<file path="config.mk">
export PLATFORM = sky130hd
export DESIGN_NAME = float_delta_encoder_core
export DESIGN_NICKNAME = d
export VERILOG_FILES = /design/src/design/fde_pkg.sv /design/src/design/float_delta_encoder_core.sv /design/src/design/fde_align.sv /design/src/design/fde_addsub.sv /design/src/design/fde_round.sv /design/src/design/fde_encode.sv
export SDC_FILE = /design/constraint.sdc
export NUM_CORES = 2
export LEC_CHECK = 0
export BUFFER_PORTS_ARGS = -buffer_cell sky130_fd_sc_hd__buf_2
export CELL_PAD_IN_SITES_DETAIL_PLACEMENT = 0
export CELL_PAD_IN_SITES_GLOBAL_PLACEMENT = 1
export CORE_MARGIN = 1.5
export CORE_UTILIZATION = 52
export CTS_CLUSTER_SIZE = 40
export DETAILED_ROUTE_END_ITERATION = 7
export PLACE_DENSITY = 0.89
export SLEW_MARGIN = 20
export SYNTH_ARGS = -nofsm -noshare
export SYNTH_HDL_FRONTEND = slang
export SYNTH_SLANG_ARGS = --single-unit
</file>
<file path="constraint.sdc">
create_clock -name clk -period 56.9 [get_ports clk]
set_input_delay 14.225 -clock clk [delete_from_list [all_inputs] [get_ports clk]]
set_output_delay 14.225 -clock clk [all_outputs]
set_load 0.02 [all_outputs]
</file>
<file path="src/design/fde_pkg.sv">
`default_nettype none

package fde_pkg;

    // How far an item's result is settled when it leaves the front end.
    localparam logic [1:0] KIND_ARITH   = 2'd0;  // d still has to be computed
    localparam logic [1:0] KIND_SPECIAL = 2'd1;  // d is known (NaN or infinity)
    localparam logic [1:0] KIND_FINAL   = 2'd2;  // delta word is known already

    localparam logic REG_FILTER_ENABLE = 1'b0;
    localparam logic REG_THRESHOLD     = 1'b1;

    localparam logic [10:0] EXP_ALL_ONES = 11'h7ff;
    localparam logic [10:0] MAX_GAP      = 11'd50;
    localparam logic [63:0] MINUS_ZERO   = 64'h8000_0000_0000_0000;
    localparam logic [63:0] DEFAULT_NAN  = 64'hfff8_0000_0000_0000;
    localparam logic [63:0] QUIET_BIT    = 64'h0008_0000_0000_0000;

    typedef struct packed {
        logic [1:0]  kind;
        logic [63:0] word;
        logic [10:0] em;
    } side_t;

    typedef struct packed {
        side_t       side;
        logic        sign;
        logic        sub;
        logic [10:0] e_large;
        logic [55:0] m_large;
        logic [55:0] m_small;
    } st1_t;

    typedef struct packed {
        side_t       side;
        logic        sign;
        logic [10:0] e_large;
        logic [56:0] sum;
        logic [5:0]  lz;
    } st2_t;

endpackage

`default_nettype wire

</file>
<file path="src/design/float_delta_encoder_core.sv">
// Channel   Direction  Width  Contents
// s_axis    in         128    tdata: minuend [63:0], subtrahend [127:64]
// m_axis    out        64+1   tdata: delta_word [63:0]; tuser: out_of_range
// cfg       in         1+64   register index, write data; written when cfg_we is high
//
// One beat enters per cycle while the output is not stalled. Its result passes
// through the front end (classify, swap, align), the mantissa adder with
// leading-zero count, normalize and round, and the filter and re-encode
// stage, each closed by a register, and is then offered on m_axis. All stages
// move together; while the output beat is not taken the whole pipe holds and
// s_axis_tready is low. Reset clears the valid bits and both configuration
// registers; no clearing pass is needed.
`default_nettype none

module float_delta_encoder_core (
    input  wire logic         clk,
    input  wire logic         rst_n,
    input  wire logic         s_axis_tvalid,
    output logic              s_axis_tready,
    input  wire logic [127:0] s_axis_tdata,   // minuend, subtrahend
    output logic              m_axis_tvalid,
    input  wire logic         m_axis_tready,
    output logic [63:0]       m_axis_tdata,   // delta_word
    output logic              m_axis_tuser,   // out_of_range
    input  wire logic         cfg_we,
    input  wire logic         cfg_index,
    input  wire logic [63:0]  cfg_data
);
    import fde_pkg::*;

    logic        filter_enable_reg;
    logic [63:0] threshold_reg;
    logic        v1_reg, v2_reg, v3_reg, v4_reg;
    st1_t        st1_next, st1_reg;
    st2_t        st2_next, st2_reg;
    side_t       st3_next, st3_reg;
    logic [63:0] word_next, word_reg;
    logic        oor_next, oor_reg;
    logic        advance;

    // The pipe moves whenever the output register is empty or being drained.
    assign advance       = !v4_reg || m_axis_tready;
    assign s_axis_tready = advance;
    assign m_axis_tvalid = v4_reg;
    assign m_axis_tdata  = word_reg;
    assign m_axis_tuser  = oor_reg;

    always_ff @(posedge clk or negedge rst_n)
    begin
        if (!rst_n)
        begin
            filter_enable_reg <= 1'b0;
            threshold_reg     <= 64'd0;
        end
        else if (cfg_we)
        begin
            unique case (cfg_index)
                REG_FILTER_ENABLE: filter_enable_reg <= cfg_data[0];
                REG_THRESHOLD:     threshold_reg     <= cfg_data;
                default:           threshold_reg     <= threshold_reg;
            endcase
        end
    end

    fde_align u_align (
        .minuend    (s_axis_tdata[63:0]),
        .subtrahend (s_axis_tdata[127:64]),
        .st1        (st1_next)
    );

    fde_addsub u_addsub (
        .st1 (st1_reg),
        .st2 (st2_next)
    );

    fde_round u_round (
        .st2 (st2_reg),
        .st3 (st3_next)
    );

    fde_encode u_encode (
        .st3             (st3_reg),
        .filter_enable   (filter_enable_reg),
        .threshold_value (threshold_reg),
        .delta_word      (word_next),
        .out_of_range    (oor_next)
    );

    always_ff @(posedge clk or negedge rst_n)
    begin
        if (!rst_n)
        begin
            v1_reg <= 1'b0;
            v2_reg <= 1'b0;
            v3_reg <= 1'b0;
            v4_reg <= 1'b0;
        end
        else if (advance)
        begin
            v1_reg <= s_axis_tvalid;
            v2_reg <= v1_reg;
            v3_reg <= v2_reg;
            v4_reg <= v3_reg;
        end
    end

    always_ff @(posedge clk)
    begin
        if (advance)
        begin
            st1_reg  <= st1_next;
            st2_reg  <= st2_next;
            st3_reg  <= st3_next;
            word_reg <= word_next;
            oor_reg  <= oor_next;
        end
    end

    a_ready_rule: assert property (@(posedge clk) disable iff (!rst_n)
        s_axis_tready == (!m_axis_tvalid || m_axis_tready))
        else $error("input ready does not follow output stall");

    a_beat_enters: assert property (@(posedge clk) disable iff (!rst_n)
        s_axis_tvalid && s_axis_tready |=> v1_reg)
        else $error("accepted beat did not enter the first stage");

    a_hold_output: assert property (@(posedge clk) disable iff (!rst_n)
        m_axis_tvalid && !m_axis_tready |=> m_axis_tvalid && $stable(m_axis_tdata)
        && $stable(m_axis_tuser))
        else $error("stalled result changed");

endmodule

`default_nettype wire

</file>
<file path="src/design/fde_align.sv">
`default_nettype none

module fde_align (
    input  wire logic [63:0] minuend,
    input  wire logic [63:0] subtrahend,
    output fde_pkg::st1_t    st1
);
    import fde_pkg::*;

    logic [63:0]  b;
    logic [10:0]  ea, eb, el, es, el_eff, es_eff, dexp;
    logic [51:0]  fa, fb;
    logic         a_nan, s_nan, a_inf, b_inf, equal, a_big;
    logic [55:0]  ml, ms;
    logic [5:0]   sh;
    logic [111:0] wide;

    always_comb
    begin
        b     = {~subtrahend[63], subtrahend[62:0]};
        ea    = minuend[62:52];
        eb    = b[62:52];
        fa    = minuend[51:0];
        fb    = b[51:0];
        a_nan = (ea == EXP_ALL_ONES) && (fa != 52'd0);
        s_nan = (eb == EXP_ALL_ONES) && (fb != 52'd0);
        a_inf = (ea == EXP_ALL_ONES) && (fa == 52'd0);
        b_inf = (eb == EXP_ALL_ONES) && (fb == 52'd0);
        equal = !a_nan && !s_nan && ((minuend == subtrahend) ||
                ((minuend[62:0] == 63'd0) && (subtrahend[62:0] == 63'd0)));

        a_big = minuend[62:0] >= b[62:0];
        el    = a_big ? ea : eb;
        es    = a_big ? eb : ea;
        el_eff = (el == 11'd0) ? 11'd1 : el;
        es_eff = (es == 11'd0) ? 11'd1 : es;
        ml    = {el != 11'd0, a_big ? fa : fb, 3'b000};
        ms    = {es != 11'd0, a_big ? fb : fa, 3'b000};
        dexp  = el_eff - es_eff;
        sh    = (dexp > 11'd56) ? 6'd56 : dexp[5:0];
        wide  = {ms, 56'd0} >> sh;

        st1.side.em   = minuend[62:52];
        st1.side.kind = KIND_ARITH;
        st1.side.word = 64'd0;
        if (equal)
        begin
            st1.side.kind = KIND_FINAL;
        end
        else if (minuend[62:0] == 63'd0)
        begin
            st1.side.kind = KIND_FINAL;
            st1.side.word = MINUS_ZERO;
        end
        else if (a_nan)
        begin
            st1.side.kind = KIND_SPECIAL;
            st1.side.word = minuend | QUIET_BIT;
        end
        else if (s_nan)
        begin
            st1.side.kind = KIND_SPECIAL;
            st1.side.word = subtrahend | QUIET_BIT;
        end
        else if (a_inf && b_inf)
        begin
            st1.side.kind = KIND_SPECIAL;
            st1.side.word = (minuend[63] != b[63]) ? DEFAULT_NAN : minuend;
        end
        else if (a_inf)
        begin
            st1.side.kind = KIND_SPECIAL;
            st1.side.word = minuend;
        end
        else if (b_inf)
        begin
            st1.side.kind = KIND_SPECIAL;
            st1.side.word = b;
        end

        st1.sign    = a_big ? minuend[63] : b[63];
        st1.sub     = minuend[63] ^ b[63];
        st1.e_large = el_eff;
        st1.m_large = ml;
        st1.m_small = wide[111:56] | {55'd0, |wide[55:0]};
    end

endmodule

`default_nettype wire

</file>
<file path="src/design/fde_addsub.sv">
`default_nettype none

module fde_addsub (
    input  wire fde_pkg::st1_t st1,
    output fde_pkg::st2_t      st2
);
    import fde_pkg::*;

    logic [56:0] sum;
    logic [5:0]  lz;

    always_comb
    begin
        sum = st1.sub ? ({1'b0, st1.m_large} - {1'b0, st1.m_small})
                      : ({1'b0, st1.m_large} + {1'b0, st1.m_small});
        lz = 6'd56;
        for (int i = 0; i < 56; i++)
        begin
            if (sum[i])
            begin
                lz = 6'(55 - i);
            end
        end
        st2.side    = st1.side;
        st2.sign    = st1.sign;
        st2.e_large = st1.e_large;
        st2.sum     = sum;
        st2.lz      = lz;
    end

endmodule

`default_nettype wire

</file>
<file path="src/design/fde_round.sv">
`default_nettype none

module fde_round (
    input  wire fde_pkg::st2_t st2,
    output fde_pkg::side_t     st3
);
    import fde_pkg::*;

    logic [55:0] n;
    logic [11:0] e_norm;
    logic [10:0] lim, e_field;
    logic [5:0]  sh;
    logic        inc, ovf;
    logic [62:0] v;

    always_comb
    begin
        lim = st2.e_large - 11'd1;
        sh  = ({5'd0, st2.lz} > lim) ? lim[5:0] : st2.lz;
        ovf = 1'b0;
        if (st2.sum[56])
        begin
            n      = st2.sum[56:1] | {55'd0, st2.sum[0]};
            e_norm = {1'b0, st2.e_large} + 12'd1;
            ovf    = e_norm[10:0] == EXP_ALL_ONES;
        end
        else
        begin
            n      = st2.sum[55:0] << sh;
            e_norm = {1'b0, st2.e_large} - {6'd0, sh};
        end
        e_field = n[55] ? e_norm[10:0] : 11'd0;
        inc = n[2] & (n[1] | n[0] | n[3]);
        v = {e_field, n[54:3]} + {62'd0, inc};
        if (ovf)
        begin
            v = {EXP_ALL_ONES, 52'd0};
        end

        st3 = st2.side;
        if (st2.side.kind == KIND_ARITH)
        begin
            st3.word = {(st2.sum != 57'd0) & st2.sign, v};
        end
    end

endmodule

`default_nettype wire

</file>
<file path="src/design/fde_encode.sv">
`default_nettype none

module fde_encode (
    input  wire fde_pkg::side_t st3,
    input  wire logic           filter_enable,
    input  wire logic [63:0]    threshold_value,
    output logic [63:0]         delta_word,
    output logic                out_of_range
);
    import fde_pkg::*;

    logic [63:0] d;
    logic [10:0] ed, k;
    logic [5:0]  k6;
    logic        greater, nan_d, nan_t, filt;
    logic [51:0] frac;

    always_comb
    begin
        d       = st3.word;
        ed      = d[62:52];
        greater = ed > st3.em;
        k       = greater ? (ed - st3.em) : (st3.em - ed);
        k6      = k[5:0];
        nan_d   = (ed == EXP_ALL_ONES) && (d[51:0] != 52'd0);
        nan_t   = (threshold_value[62:52] == EXP_ALL_ONES)
                  && (threshold_value[51:0] != 52'd0);
        filt    = filter_enable && !nan_d && !nan_t && !threshold_value[63]
                  && (d[62:0] < threshold_value[62:0]);
        frac    = (d[51:0] >> (k6 + 6'd2))
                  | (52'd1 << (6'd51 - k6))
                  | (52'(greater) << (6'd50 - k6));

        out_of_range = 1'b0;
        if (st3.kind == KIND_FINAL)
        begin
            delta_word = st3.word;
        end
        else if (filt)
        begin
            delta_word = 64'd0;
        end
        else if (k > MAX_GAP)
        begin
            delta_word   = d;
            out_of_range = 1'b1;
        end
        else
        begin
            delta_word = {d[63], st3.em, frac};
        end
    end

endmodule

`default_nettype wire

</file>
==> results by group <==
Status
  – Status: finished, final reports clean

Layout
  – Area growth from synthesis to layout: 7.836%
  – Layout fillers: 9194
  – Max reg flops: 199
  – Share of cells above drive strength 1: 11.76%
  – Nets@finish: 6732
  – Commonest non-fill, non-tap cell in the layout: nand2_1
  – Commonest non-fill, non-tap cells in the layout: nand2_1, nor2_1, edfxtp_1, o21ai_0, inv_1

Route
  – Via count: 53945
  – Drt total wl: 230.8 mm
  – Vias per inst: 7.058
  – Detailed Routing Iterations Pass 1: 7
  – Drt drc: 0
  – DRT iter0 DRCs: 8271
  – WL/cell: 30.19 um
  – Detail Route Antenna Nets: 0

Run
  – Max-cap viol count: 0

Critical path
  – Setup CP Type: in2out
  – Critical Path AT: 15.40 ns
  – Critical Path End Type: output pin
  – CP startpoint kind: input pin
  – CP required: 42.67 ns
  – Critical path peak fanout: 57

Floorplan
  – Row cnt: 116
  – Die Wd: 321.9 um
  – Die height: 321.9 um
  – Initial Util: 52.65%
  – Core ar.: 0.1004 mm2
  – Die Footprint: 0.1036 mm2
  – I/O Pins: 265

Logic synthesis
  – Area contributors post-synth: edfxtp_1, ha_1, mux2i_1, nand2_1, o21ai_0
  – Synthesis Warnings: 0
  – Distinct cells, synth: 109
  – FF+latch count, synth: 562
  – Cell taking the most area after synthesis: edfxtp_1
  – Gate Count Post-Synth: 6262
  – Average cell area after synthesis: 8.445 um2
  – Synthesized area: 0.05288 mm2
  – Synth top area share: 28.00%
  – Sequential area share after synthesis: 31.26%
  – EDFF count, synth: 493
  – Synth Net Count: 6757
  – Main synth FF type: edfxtp_1
  – Post-synth ARST share: 12.28%

Clock network
  – Cts hold-fix bufs: 0
  – Post-CTS sizing: 0
  – Clock Path Buffers: 3
  – Clock root cell: clkbuf_16
  – Post-CTS setup buffer count: 0
  – Htree depth: 2
  – Worst-path clk slew: 0.07 ns
  – Clock sink count: 562
  – Cts bufs inserted: 57
  – CTS tree: done
  – Clk Latency, worst-skew pair: 0.70 ns

Timing
  – Unrepaired setup endpoints after global routing: false
  – Final Hold Viols: 0
  – Worst slew margin: 19.93%
  – Fin crit share: 52.06%
  – Finish-stage setup viols: 0
  – Min Tclk post-route: 29.62 ns
  – Least-Margin Pin Slew: 1.191 ns
  – Slew Limit Fails: 0
  – Final total negative setup slack: 0 ns
  – Final Skew: 0.04078 ns
  – Fmax: 0.03376 GHz

Placed design
  – GPL Wtd Cong: 1.059
  – Half-perimeter wire length after placement: 174.6 mm
  – IO buf count: 264

Min path
  – Min-Delay Path Class: reg2reg

Global routing
  – Pin count of the biggest net entering global routing: 105
  – Grt ovf: 0
  – Number of global-route vias before repair: 49160
  – Global-route wire length before repair: 333.4 mm
  – Initial antenna violation count: 12
  – GR Util All Layers: 43.13%
[kinds of logic after synthesis]
group	count (synthesis)	share of synthesized area [%]
and+or+nand+nor	2080	18.44
buffers and inverters	814	6.145
adders and majority gates	297	7.098
xor gates and xnor gates	142	2.430
AOI/OAI and AO/OA	1897	24.98
DFF	562	31.26
muxes	470	9.646
[Yosys cell counts, types with 19 or more instances]
| library cell | instances |
|---|---|
| a21oi_1 | 326 |
| ha_1 | 292 |
| buf_1 | 70 |
| a211oi_1 | 113 |
| o22ai_1 | 100 |
| o221ai_1 | 26 |
| nor4_1 | 116 |
| xor2_1 | 64 |
| dfrtp_1 | 69 |
| o21bai_1 | 22 |
| a21o_1 | 77 |
| a221oi_1 | 36 |
| a22oi_1 | 110 |
| mux2_2 | 131 |
| a311oi_1 | 92 |
| o31ai_1 | 23 |
| a211o_1 | 19 |
| a221o_1 | 23 |
| edfxtp_1 | 493 |
| o211ai_1 | 91 |
| nand4_1 | 83 |
| nor2b_1 | 43 |
| and2_1 | 34 |
| inv_1 | 336 |
| nand2b_1 | 59 |
| o21ai_0 | 377 |
| a31oi_1 | 56 |
| xnor2_1 | 75 |
| a32oi_1 | 44 |
| or3_1 | 43 |
| nor3_1 | 146 |
| clkbuf_1 | 336 |
| buf_2 | 40 |
| nand3_1 | 151 |
| o2111ai_1 | 21 |
| a2111oi_0 | 75 |
| a32o_1 | 24 |
| nor2_1 | 500 |
| a22o_1 | 54 |
| or2_2 | 28 |
| mux2i_1 | 317 |
| and3_1 | 33 |
| nand2_1 | 757 |
[final cells by class]
class	instances	area, um2	area share (%)
Antenna cell	2	5.005	0.008777
Clock buffer	67	1484	2.602
Clock inverter	39	432.9	0.7592
Inverter	344	1294	2.269
Multi-Input combinational cell	4886	33340	58.47
Sequential cell	562	16530	28.99
Tap cell	1357	1698	2.977
Timing Repair Buffer	386	2240	3.928
[critical path, stage by stage]
cell and delay, ns:
buf_2 0.08, nand2b_4 0.68, buf_2 0.34
[per-layer routing]
layer	wire (um)	up-vias	track usage [%]	part of all wire, %
met4	16560	16	24.53	7.2
met5	109	-	0	0.047
met1	88330	25701	56.25	38
li1	-	23701	-	-
met3	26620	818	9.935	12
met2	99150	3709	65.63	43
[worst paths after layout]
kind / from / depth (start not counted) / to / slack (ns)
worst max-delay path: m_axis_tready / 3 / s_axis_tready / 27.28
worst min-delay path: st1_reg[148] / 0 / st2_reg[98] / 0.40
worst max register to register: st2_reg[63] / 23 / st3_reg[72] / 46.82
worst min register to register: st1_reg[148] / 0 / st2_reg[98] / 0.40
max in group asynchronous: rst_n / 1 / threshold_reg[60] / 42.54
min in group asynchronous: rst_n / 1 / v3_reg / 13.65
[stage by stage]
step | setup slack (ns) | cell area (um2) | cells | utilization [%] | hold slack, ns
floorplan | 16.48 | 52880 | 6262 | - | 0.4003
global placement | 27.31 | 55070 | 7535 | 54.83 | 0.4008
detailed placement | 27.27 | 55080 | 7535 | 54.84 | 0.4045
CTS | 27.26 | 56990 | 7641 | 56.75 | 0.3879
global route | 27.22 | 57020 | 7641 | 56.77 | 0.4020
finish | 27.28 | 57020 | 7643 | 56.78 | 0.3979
Power is not shown: default switching activity piles up to over one toggle a cycle in this logic, so the estimate is an artifact.
